===== config.mk =====
export PLATFORM = sky130hd
export DESIGN_NAME = evr_trig_gen
export DESIGN_NICKNAME = d
export VERILOG_FILES = /design/src/rtl/evr_pkg.sv /design/src/rtl/evr_trig_gen.sv
export SDC_FILE = /design/constraint.sdc
export NUM_CORES = 2
export LEC_CHECK = 0
export BUFFER_PORTS_ARGS = -buffer_cell sky130_fd_sc_hd__buf_2
export CAP_MARGIN = 20
export CELL_PAD_IN_SITES_DETAIL_PLACEMENT = 0
export CELL_PAD_IN_SITES_GLOBAL_PLACEMENT = 1
export CORE_ASPECT_RATIO = 1.1
export CORE_MARGIN = 5
export CORE_UTILIZATION = 46
export DETAILED_ROUTE_END_ITERATION = 10
export PLACE_DENSITY = 0.78
export SYNTH_ARGS = -nofsm -noshare
export SYNTH_HDL_FRONTEND = slang
export SYNTH_SLANG_ARGS = --single-unit

===== constraint.sdc =====
create_clock -name clk -period 8.9 [get_ports clk]
set_input_delay 0.445 -clock clk [delete_from_list [all_inputs] [get_ports clk]]
set_output_delay 0.445 -clock clk [all_outputs]
set_load 0.01 [all_outputs]

===== src/rtl/evr_pkg.sv =====
// Shared types, widths, register indexes and sequencer tables for the
// Euler vertex rotation block. No dependencies.
`default_nettype none

package evr_pkg;

  localparam int COORD_WIDTH    = 32;
  localparam int ANGLE_WIDTH    = 16;
  localparam int TRIG_FRAC_BITS = 16;

  localparam int OCT_BITS   = ANGLE_WIDTH - 3;
  localparam int TRIG_W     = TRIG_FRAC_BITS + 2;
  localparam int CFG_DATA_W = (COORD_WIDTH > ANGLE_WIDTH) ? COORD_WIDTH : ANGLE_WIDTH;
  localparam int CFG_IDX_W  = 3;
  localparam int N_AXES     = 3;
  localparam int SEL_W      = 2;

  localparam logic [CFG_IDX_W-1:0] REG_CENTER_X = 3'd0;
  localparam logic [CFG_IDX_W-1:0] REG_CENTER_Y = 3'd1;
  localparam logic [CFG_IDX_W-1:0] REG_CENTER_Z = 3'd2;
  localparam logic [CFG_IDX_W-1:0] REG_PITCH    = 3'd3;
  localparam logic [CFG_IDX_W-1:0] REG_YAW      = 3'd4;
  localparam logic [CFG_IDX_W-1:0] REG_ROLL     = 3'd5;

  localparam logic [SEL_W-1:0] AXIS_PITCH = 2'd0;
  localparam logic [SEL_W-1:0] AXIS_YAW   = 2'd1;
  localparam logic [SEL_W-1:0] AXIS_ROLL  = 2'd2;

  // Fixed-point widths of the sine/cosine sequencer (Q30 values up to 1.0).
  localparam int Q_W     = 31;
  localparam int T_W     = 33;
  localparam int PROD_W  = T_W + Q_W;
  localparam int RECIP_W = 32;
  localparam int RSH_W   = 6;
  localparam int STEP_W  = 4;
  localparam int OP_W    = 3;

  localparam logic [Q_W-1:0] PI4_Q30 = Q_W'(843314857);
  localparam logic [Q_W-1:0] ONE_Q30 = Q_W'(1) << 30;

  localparam logic [OP_W-1:0] OP_X   = 3'd0;
  localparam logic [OP_W-1:0] OP_X2  = 3'd1;
  localparam logic [OP_W-1:0] OP_DIV = 3'd2;
  localparam logic [OP_W-1:0] OP_MD  = 3'd3;
  localparam logic [OP_W-1:0] OP_SIN = 3'd4;
  localparam logic [OP_W-1:0] OP_FIN = 3'd5;

  typedef logic signed [COORD_WIDTH-1:0] coord_t;

  typedef struct packed {
    coord_t a;
    coord_t b;
    coord_t c;
    logic   sat;
  } evr_beat_t;

  typedef struct packed {
    logic signed [TRIG_W-1:0] cos_v;
    logic signed [TRIG_W-1:0] sin_v;
  } evr_trig_t;

  typedef struct packed {
    logic                   start;
    logic [SEL_W-1:0]       sel;
    logic [ANGLE_WIDTH-1:0] angle;
  } evr_trig_req_t;

  // Micro-program of the Taylor evaluation: sine chain, then cosine chain.
  function automatic logic [OP_W-1:0] step_op(input logic [STEP_W-1:0] s);
    case (s)
      4'd0:    step_op = OP_X;
      4'd1:    step_op = OP_X2;
      4'd2:    step_op = OP_DIV;
      4'd3:    step_op = OP_MD;
      4'd4:    step_op = OP_MD;
      4'd5:    step_op = OP_MD;
      4'd6:    step_op = OP_SIN;
      4'd7:    step_op = OP_DIV;
      4'd8:    step_op = OP_MD;
      4'd9:    step_op = OP_MD;
      4'd10:   step_op = OP_MD;
      4'd11:   step_op = OP_MD;
      default: step_op = OP_FIN;
    endcase
  endfunction

  // Each divisor d is replaced by ceil(2^s / d) and a right shift by s, with
  // s = 31 + ceil(log2(d)), which is exact for every 31-bit dividend.
  function automatic logic [RECIP_W-1:0] step_recip(input logic [STEP_W-1:0] s);
    case (s)
      4'd2:    step_recip = 32'd3817748708;
      4'd3:    step_recip = 32'd3272356036;
      4'd4:    step_recip = 32'd3435973837;
      4'd5:    step_recip = 32'd2863311531;
      4'd7:    step_recip = 32'd3054198967;
      4'd8:    step_recip = 32'd2454267027;
      4'd9:    step_recip = 32'd2290649225;
      4'd10:   step_recip = 32'd2863311531;
      4'd11:   step_recip = 32'd2147483648;
      default: step_recip = 32'd0;
    endcase
  endfunction

  function automatic logic [RSH_W-1:0] step_shift(input logic [STEP_W-1:0] s);
    case (s)
      4'd2:    step_shift = 6'd38;
      4'd3:    step_shift = 6'd37;
      4'd4:    step_shift = 6'd36;
      4'd5:    step_shift = 6'd34;
      4'd7:    step_shift = 6'd38;
      4'd8:    step_shift = 6'd37;
      4'd9:    step_shift = 6'd36;
      4'd10:   step_shift = 6'd35;
      4'd11:   step_shift = 6'd32;
      default: step_shift = 6'd32;
    endcase
  endfunction

endpackage

`default_nettype wire


===== src/rtl/evr_trig_gen.sv =====
// Sine/cosine sequencer and cache: one shared multiplier, reciprocal
// multiplication for the small constant divisors, octant folding. Depends on evr_pkg.
`default_nettype none

module evr_trig_gen (
  input  logic                                      clk,
  input  logic                                      rst_n,
  input  evr_pkg::evr_trig_req_t                    req,
  output logic                                      busy,
  output evr_pkg::evr_trig_t [evr_pkg::N_AXES-1:0]  cache
);
  import evr_pkg::*;

  localparam logic [2:0] PH_IDLE  = 3'd0;
  localparam logic [2:0] PH_START = 3'd1;
  localparam logic [2:0] PH_USE   = 3'd2;
  localparam logic [2:0] PH_DIV   = 3'd3;
  localparam logic [2:0] PH_QUO   = 3'd4;

  localparam int SH = 30 - TRIG_FRAC_BITS;

  logic [2:0]             ph_r, ph_nxt;
  logic [STEP_W-1:0]      step_r, step_nxt;
  logic [ANGLE_WIDTH-1:0] ang_r, ang_nxt;
  logic [SEL_W-1:0]       sel_r, sel_nxt;
  logic [Q_W-1:0]         x_r, x_nxt, x2_r, x2_nxt, p_r, p_nxt, s_r, s_nxt;
  logic [PROD_W-1:0]      prod_r, prod_nxt;
  logic [Q_W-1:0]         dvd_r, dvd_nxt;
  evr_trig_t [N_AXES-1:0] cache_r, cache_nxt;

  logic [OP_W-1:0]    op;
  logic [RECIP_W-1:0] recip;
  logic [RSH_W-1:0]   rsh;
  logic [2:0]         oct;
  logic [OCT_BITS:0]  w_ext, w_fold;
  logic [T_W-1:0]     t_val, mul_a;
  logic [Q_W-1:0]     mul_b;
  logic [PROD_W-1:0]  prod_calc, rnd_sum;
  logic [Q_W-1:0]     rnd, x_hi;
  logic [Q_W-1:0]     quo;
  logic [Q_W-1:0]     s_sum, c_sum;
  logic signed [TRIG_W-1:0] s0, c0, s1, c1;
  evr_trig_t          fin;

  assign op    = step_op(step_r);
  assign recip = step_recip(step_r);
  assign rsh   = step_shift(step_r);
  assign oct   = ang_r[ANGLE_WIDTH-1 -: 3];

  assign w_ext  = {1'b0, ang_r[OCT_BITS-1:0]};
  assign w_fold = oct[0] ? ({1'b1, {OCT_BITS{1'b0}}} - w_ext) : w_ext;
  assign t_val  = {w_fold, {(T_W-OCT_BITS-1){1'b0}}};

  always_comb begin
    if (ph_r == PH_DIV) begin
      mul_a = T_W'(recip);
      mul_b = dvd_r;
    end else begin
      case (op)
        OP_X: begin
          mul_a = t_val;
          mul_b = PI4_Q30;
        end
        OP_X2: begin
          mul_a = T_W'(x_r);
          mul_b = x_r;
        end
        OP_MD: begin
          mul_a = T_W'(x2_r);
          mul_b = p_r;
        end
        default: begin
          mul_a = T_W'(x_r);
          mul_b = p_r;
        end
      endcase
    end
  end

  assign prod_calc = PROD_W'(mul_a) * PROD_W'(mul_b);
  assign rnd_sum   = prod_r + (PROD_W'(1) << 29);
  assign rnd       = rnd_sum[30 +: Q_W];
  assign x_hi      = prod_r[32 +: Q_W];
  assign quo       = Q_W'(prod_r >> rsh);

  assign s_sum = s_r + (Q_W'(1) << (SH - 1));
  assign c_sum = p_r + (Q_W'(1) << (SH - 1));
  assign s0    = {1'b0, s_sum[SH +: TRIG_FRAC_BITS+1]};
  assign c0    = {1'b0, c_sum[SH +: TRIG_FRAC_BITS+1]};
  assign s1    = oct[0] ? c0 : s0;
  assign c1    = oct[0] ? s0 : c0;

  always_comb begin
    case (oct[2:1])
      2'd0: begin
        fin.sin_v = s1;
        fin.cos_v = c1;
      end
      2'd1: begin
        fin.sin_v = c1;
        fin.cos_v = -s1;
      end
      2'd2: begin
        fin.sin_v = -s1;
        fin.cos_v = -c1;
      end
      default: begin
        fin.sin_v = -c1;
        fin.cos_v = s1;
      end
    endcase
  end

  always_comb begin
    ph_nxt    = ph_r;
    step_nxt  = step_r;
    ang_nxt   = ang_r;
    sel_nxt   = sel_r;
    x_nxt     = x_r;
    x2_nxt    = x2_r;
    p_nxt     = p_r;
    s_nxt     = s_r;
    prod_nxt  = prod_r;
    dvd_nxt   = dvd_r;
    cache_nxt = cache_r;
    case (ph_r)
      PH_IDLE: begin
        if (req.start) begin
          ang_nxt  = req.angle;
          sel_nxt  = req.sel;
          step_nxt = '0;
          ph_nxt   = PH_START;
        end
      end
      PH_START: begin
        case (op)
          OP_DIV: begin
            dvd_nxt = x2_r;
            ph_nxt  = PH_DIV;
          end
          OP_FIN: begin
            cache_nxt[sel_r] = fin;
            ph_nxt           = PH_IDLE;
          end
          default: begin
            prod_nxt = prod_calc;
            ph_nxt   = PH_USE;
          end
        endcase
      end
      PH_USE: begin
        case (op)
          OP_X: begin
            x_nxt    = x_hi;
            step_nxt = step_r + STEP_W'(1);
            ph_nxt   = PH_START;
          end
          OP_X2: begin
            x2_nxt   = rnd;
            step_nxt = step_r + STEP_W'(1);
            ph_nxt   = PH_START;
          end
          OP_MD: begin
            dvd_nxt = rnd;
            ph_nxt  = PH_DIV;
          end
          default: begin
            s_nxt    = rnd;
            step_nxt = step_r + STEP_W'(1);
            ph_nxt   = PH_START;
          end
        endcase
      end
      PH_DIV: begin
        prod_nxt = prod_calc;
        ph_nxt   = PH_QUO;
      end
      PH_QUO: begin
        p_nxt    = ONE_Q30 - quo;
        step_nxt = step_r + STEP_W'(1);
        ph_nxt   = PH_START;
      end
      default: begin
        ph_nxt = PH_IDLE;
      end
    endcase
  end

  always_ff @(posedge clk) begin
    if (!rst_n) begin
      ph_r   <= PH_IDLE;
      step_r <= '0;
      for (int i = 0; i < N_AXES; i++) begin
        cache_r[i].cos_v <= TRIG_W'(1) << TRIG_FRAC_BITS;
        cache_r[i].sin_v <= '0;
      end
    end else begin
      ph_r    <= ph_nxt;
      step_r  <= step_nxt;
      cache_r <= cache_nxt;
    end
  end

  always_ff @(posedge clk) begin
    ang_r  <= ang_nxt;
    sel_r  <= sel_nxt;
    x_r    <= x_nxt;
    x2_r   <= x2_nxt;
    p_r    <= p_nxt;
    s_r    <= s_nxt;
    prod_r <= prod_nxt;
    dvd_r  <= dvd_nxt;
  end

  assign busy  = ph_r != PH_IDLE;
  assign cache = cache_r;

endmodule

`default_nettype wire


Yosys cells after proc, flatten, opt, wreduce, memory -nomap -nowiden:

Memories as Yosys holds them, arrays and structs flattened. A register that Yosys moved wholly into a read port is not among the register bits.
Cells that the tools add are included.

* word-level logic and storage cells: 94
* bits in read-only memories: 576
* memories kept: 3
* register bits: 352
* bits of input ports: 21
* output and inout port bits: 109

* muxes and demuxes: 29
* equality and inequality tests: 15
* $add $sub $neg: 8
* reductions and logical operators: 18
* bitwise operators: 1
* magnitude comparators: 2
* shifts and indexed selects: 1
* $mul: 1

Memories
* (no name shown): depth 16, bits a word 30, read ports 1, clocked after Yosys merged registers in 1, write ports 0, line evr_pkg.sv:90 `case (s)`
* (no name shown): depth 16, bits a word 3, read ports 1, clocked after Yosys merged registers in 1, write ports 0, line evr_pkg.sv:105 `case (s)`
* (no name shown): depth 16, bits a word 3, read ports 1, clocked after Yosys merged registers in 1, write ports 0, line evr_pkg.sv:70 `case (s)`

Operators by type and width (count)
* one-hot mux 64 bit (2 select lines): 1
* one-hot mux 31 bit (2 select lines): 2
* bitwise mux 108 bit: 1
* one-hot mux 36 bit (3 select lines): 1
* two-way mux 31 bit: 3
* demux 36 bit (select 2 bit): 1
* one-hot mux 33 bit (2 select lines): 1
* multiplier 33 x 31 -> 64 bit: 1
* two-way mux 64 bit: 1
* >> shifter 64 x 6 -> 31 bit: 1
* adder 31 x 14 -> 31 bit (second input constant): 2
* adder 61 x 30 -> 61 bit (second input constant): 1
* two-way mux 36 bit: 1
* negator 17 -> 18 bit: 2
* two-way mux 17 bit: 2
* two-way mux 33 bit: 1
* two-way mux 4 bit: 8
* subtractor 31 bit (first input constant): 1
* one-hot mux 3 bit (5 select lines): 1
* two-way mux 14 bit: 1
* subtractor 14 x 13 -> 14 bit (first input constant): 1
* equality test 3 x 2 -> 1 bit (second input constant): 4
* one-hot mux 4 bit (3 select lines): 1
* AND reduction 2 bit: 6
* other kinds (20): 30

Longest topological paths before layout:

* depth after elaboration: 7
* gate-level depth with buffers: 36
* depth with buffers taken out: 33

Least setup slack after synthesis:

OpenSTA, ideal clock, no wires.

* kind: register to register
* from: reg ang_r[13]
* to: reg prod_r[56] (data pin)
* required time: 8.726 ns
* cell stages (with the launch flop): 32
* library setup time: 0.174 ns
* slack: -0.279 ns
* buffers on the path: 6
* arrival: 9.005 ns
* period minus slack after synthesis: 9.179 ns
* cells stage by stage: edfxtp_1 buf_2 inv_2 buf_1 clkbuf_1 clkbuf_1 o21ai_0 a21oi_1 a21oi_1 a21oi_1 clkbuf_1 nand2_1 fa_1 fa_1 fa_1 fa_1 inv_1 fa_1 fa_1 fa_1 fa_1 ha_1 clkbuf_1 nand2_1 o21ai_0 a21oi_1 o41ai_1 a32oi_1 a21oi_1 o21ai_1 and3_1 a311oi_1

* word-level cells in the longest chain between the ends: 6

RTL lines
* start: declaration: line evr_trig_gen.sv:24 `logic [ANGLE_WIDTH-1:0] ang_r, ang_nxt;`
* start signal: assignment: line evr_trig_gen.sv:205 `ang_r <= ang_nxt;`
* two-way mux 14 bit *: line evr_trig_gen.sv:51 `assign w_fold = oct[0] ? ({1'b1, {OCT_BITS{1'b0}}} - w_ext) : w_ext;`
* one-hot mux 33 bit (2 select lines) *: line evr_trig_gen.sv:59 `case (op)`
* two-way mux 33 bit *: line evr_trig_gen.sv:55 `if (ph_r == PH_DIV) begin`
* multiplier 33 x 31 -> 64 bit *: line evr_trig_gen.sv:80 `assign prod_calc = PROD_W'(mul_a) * PROD_W'(mul_b);`
* via prod_calc[56]: line evr_trig_gen.sv:38 `logic [PROD_W-1:0] prod_calc, rnd_sum;`
* two-way mux 64 bit: line evr_trig_gen.sv:136 `case (op)`
* one-hot mux 64 bit (2 select lines) *: line evr_trig_gen.sv:126 `case (ph_r)`
* end signal: assignment: line evr_trig_gen.sv:211 `prod_r <= prod_nxt;`
* end: declaration: line evr_trig_gen.sv:27 `logic [PROD_W-1:0] prod_r, prod_nxt;`

The timed path passes the listed nets; every way through them passes the cells marked *. The select of a mux whose other input is x is not followed.
A chain may end at the register's enable or synchronous reset.

Final worst setup path:

* from: reg, netlist name op[1]
* to: reg prod_r[62] (data pin)

* word-level cells in the longest chain between the ends: 6
* elaborated cells on any way between the ends: 10
* those cells by class: mul: 1; eq/ne: 2; mux: 6; reduce/logical: 1

RTL lines (line)
* equality test 3 x 2 -> 1 bit (tied with other cells): evr_trig_gen.sv:59
* one-hot mux 33 bit (2 select lines) or one-hot mux 31 bit (2 select lines) (tied branches): evr_trig_gen.sv:59
* two-way mux 33 bit or two-way mux 31 bit (tied branches): evr_trig_gen.sv:55
* multiplier 33 x 31 -> 64 bit *: evr_trig_gen.sv:80
* via prod_calc[62]: evr_trig_gen.sv:38
* two-way mux 64 bit: evr_trig_gen.sv:136
* one-hot mux 64 bit (2 select lines) *: evr_trig_gen.sv:126

Marks and branches as above.

==> results.cfg <==
[placed_design]
setup_ws_pre_cts_ns = -0.681
dp.final_hpwl_um = 156000
gp_routability_congestion = 1.00
io_buffers = 129

[clocking]
clock_latency_ns = 0.57
clkSlewWorstSetupHoldPaths_ns = 0.06
h-tree-depth = 2
clock_tree.buffer_depth = 3
clock_sinks = 329
clock_tree_from_tritoncts = yes
cts_buffers = 37
clock_tree.root_cell = sky130_fd_sc_hd__clkbuf_16
postCtsHoldBufs = 0

[synth]
postSynthRegisterBits = 329
yosysWarnings = 0
yosys.cell_types.count = 94
synthDominantAreaCellType = sky130_fd_sc_hd__fa_1
synth_top_area_share_pct = 35.8
synthTopCellsByArea = sky130_fd_sc_hd__fa_1, sky130_fd_sc_hd__edfxtp_1, sky130_fd_sc_hd__ha_1
synth-edff-count = 195
asyncSetResetFlopFracSynth_pct = 0
post_synth_inst_count = 5490
synth_seq_area_share_pct = 17.1
mappedNetlistArea_mm2 = 0.0500
ys.flop_type = sky130_fd_sc_hd__edfxtp_1
synth.avg_cell_area_um2 = 9.11

[routing]
firstDrtPassIters = 5
post_drt_wl_per_cell_um = 24.9
wl_um = 187000
post-route-drc-count = 0
num_vias = 42800
antenna_left = 0
drtIter0Drc = 3927
vias_per_cell = 5.71

[worst_setup_path]
max_stage_delay_ns = 0.57
timing.rr.start = op[1]
sort_of_element_at_the_end_of_the_critical_path = flop
critical_path.startpoint_type = flop
critical_path.most_common_cell = sky130_fd_sc_hd__fa_1
worst-endpoint-arrival_ns = 9.19
critical_path_buf_inv_count = 7
critPathLaunch = op[1]
cell_with_the_largest_stage_delay_on_the_worst_path = sky130_fd_sc_hd__fa_1
reg2reg_slack_ns = 0.07
cp.required_ns = 9.26
criticalPathCategory = flop to flop
critical_path.max_fanout = 19
largest_delay_contributor_family_on_the_critical_path = adder cells

[final_layout]
final_cell_mix = sky130_fd_sc_hd__fa_1, sky130_fd_sc_hd__inv_1, sky130_fd_sc_hd__nand2_1
share_of_post_route_cells_with_drive_strength_above_1_pct = 19.9
area_growth_syn_to_layout_pct = 19.3
finish.net_count = 7229
most_common_cell_after_layout_fill_and_taps_aside = sky130_fd_sc_hd__fa_1

[global_routing]
first_global_vias = 44100
grt.total_usage_pct = 32.2
antenna_found_initial = 5
global_route_wire_length_before_repair_um = 281000
pin_count_of_the_biggest_net_entering_global_routing = 74
grt_remaining_overflow = 0

[run_status]
run_status = finished clean

[sta]
relative_slew_slack_pct = 14.8
final-max-slew-violation-count = 0
setup_ws_ns = 0.0673
worst-slew-pin-transition_ns = 1.28
report.final.setup_viol = 0
fin_crit_sh_pct = 99.2
rsz_0062_raised_after_global_routing = yes
finClkSkew_ns = 0.0320
final_hold_viol_count = 0
clock.fmax_mhz = 113
finalWorstPathRequiredPeriod_ns = 8.83

[min_path]
worstHoldPathType = input pin to flop
worstHoldStart = req[17]

[die]
io_pins = 130
dieArea_mm2 = 0.115
core_mm2 = 0.108
fp.dieW_um = 324
initial_utilization_pct = 46.4
rows = 126
die_height_um = 356

[flow_run]
timing.max_cap.violations = 0
[sequential cells by signal, summed over array words and instances (netlist names), 13 cells and up]
name    count
ang_r      16
cache     108
dvd_r      31
p_r        31
prod_r     35
recip      13
s_r        18
x2_r       31
x_r        31
[cells by family after synthesis]
logic type	share of synthesized area [%]
AO/OA/AOI/OAI	9.36
XOR/XNOR	2.41
adder cells (fa/ha/maj)	42.5
buffers and inverters	8.99
flip-flops	17.1
multiplexers	3.76
other	0.0150
AND/OR/NAND/NOR	15.9
[final timing paths]
kind | end | cells after the start
worst max-delay path | prod_r[62] | 31
worst min register to register | cache[6] | 2
worst max register to register | prod_r[62] | 31
worst min-delay path | sel_r[1] | 1
[through the flow]
stage / cells / cell area (µm²) / util, % / TNS, ns / hold WS, ns
final: 7486 / 59600 / 55.4 / 0 / 0.0675
after global routing: 7484 / 59600 / 55.4 / -1.58 / 0.0493
after CTS: 7458 / 58700 / 54.6 / -0.0285 / 0.0331
after detailed placement: 7381 / 57000 / 53.0 / -6.64 / 0.447
after global placement: 7381 / 57000 / 53.0 / -5.22 / 0.440
after floorplan: 5503 / 50100 / - / 0 / 0.424
[layer usage]
layer / routed length (µm) / GRT usage [%] / up-vias
met5: 0 / 0 / -
met4: 9760 / 13.5 / 0
met3: 16800 / 5.74 / 412
met2: 84800 / 51.6 / 1978
met1: 75500 / 43.5 / 21600
li1: - / - / 18700
[cells in the mapped netlist, types with 17 or more instances]
library cell,instances
sky130_fd_sc_hd__a211oi_1,19
sky130_fd_sc_hd__a21o_1,52
sky130_fd_sc_hd__a21oi_1,180
sky130_fd_sc_hd__a31o_2,17
sky130_fd_sc_hd__a31oi_1,53
sky130_fd_sc_hd__and2_1,33
sky130_fd_sc_hd__and3_1,51
sky130_fd_sc_hd__buf_1,21
sky130_fd_sc_hd__clkbuf_1,266
sky130_fd_sc_hd__dfxtp_1,134
sky130_fd_sc_hd__edfxtp_1,195
sky130_fd_sc_hd__fa_1,894
sky130_fd_sc_hd__ha_1,268
sky130_fd_sc_hd__inv_1,875
sky130_fd_sc_hd__mux2_2,48
sky130_fd_sc_hd__mux2i_1,44
sky130_fd_sc_hd__mux4_2,39
sky130_fd_sc_hd__nand2_1,714
sky130_fd_sc_hd__nand2b_1,27
sky130_fd_sc_hd__nand3_1,123
sky130_fd_sc_hd__nand4_1,36
sky130_fd_sc_hd__nor2_1,670
sky130_fd_sc_hd__nor2b_1,28
sky130_fd_sc_hd__nor3_1,58
sky130_fd_sc_hd__nor4_1,26
sky130_fd_sc_hd__o211ai_1,17
sky130_fd_sc_hd__o21a_1,26
sky130_fd_sc_hd__o21ai_0,130
sky130_fd_sc_hd__o21bai_1,18
sky130_fd_sc_hd__o31ai_1,38
sky130_fd_sc_hd__or3_1,18
sky130_fd_sc_hd__xnor2_1,83
sky130_fd_sc_hd__xor2_1,51
[final cells by class]
class / instances / area (µm²)
Fill cell: 9729 / 48000
Sequential cell: 329 / 8540
Multi-Input combinational cell: 3991 / 38100
Clock inverter: 18 / 189
Antenna cell: 3 / 7.51
Timing Repair Buffer: 811 / 6700
Tap cell: 1408 / 1760
Inverter: 876 / 3290
Clock buffer: 50 / 1070
[repair_timing]
item,CTS,global route
pin swaps,28,82
gates cloned,0,1
buffers inserted,9,23
setup endpoints to repair,21,30
gates resized for setup,101,133
Power is left out: the tool's default activity adds up to more than one toggle a clock period on the data nets, which glitch-free logic cannot reach.
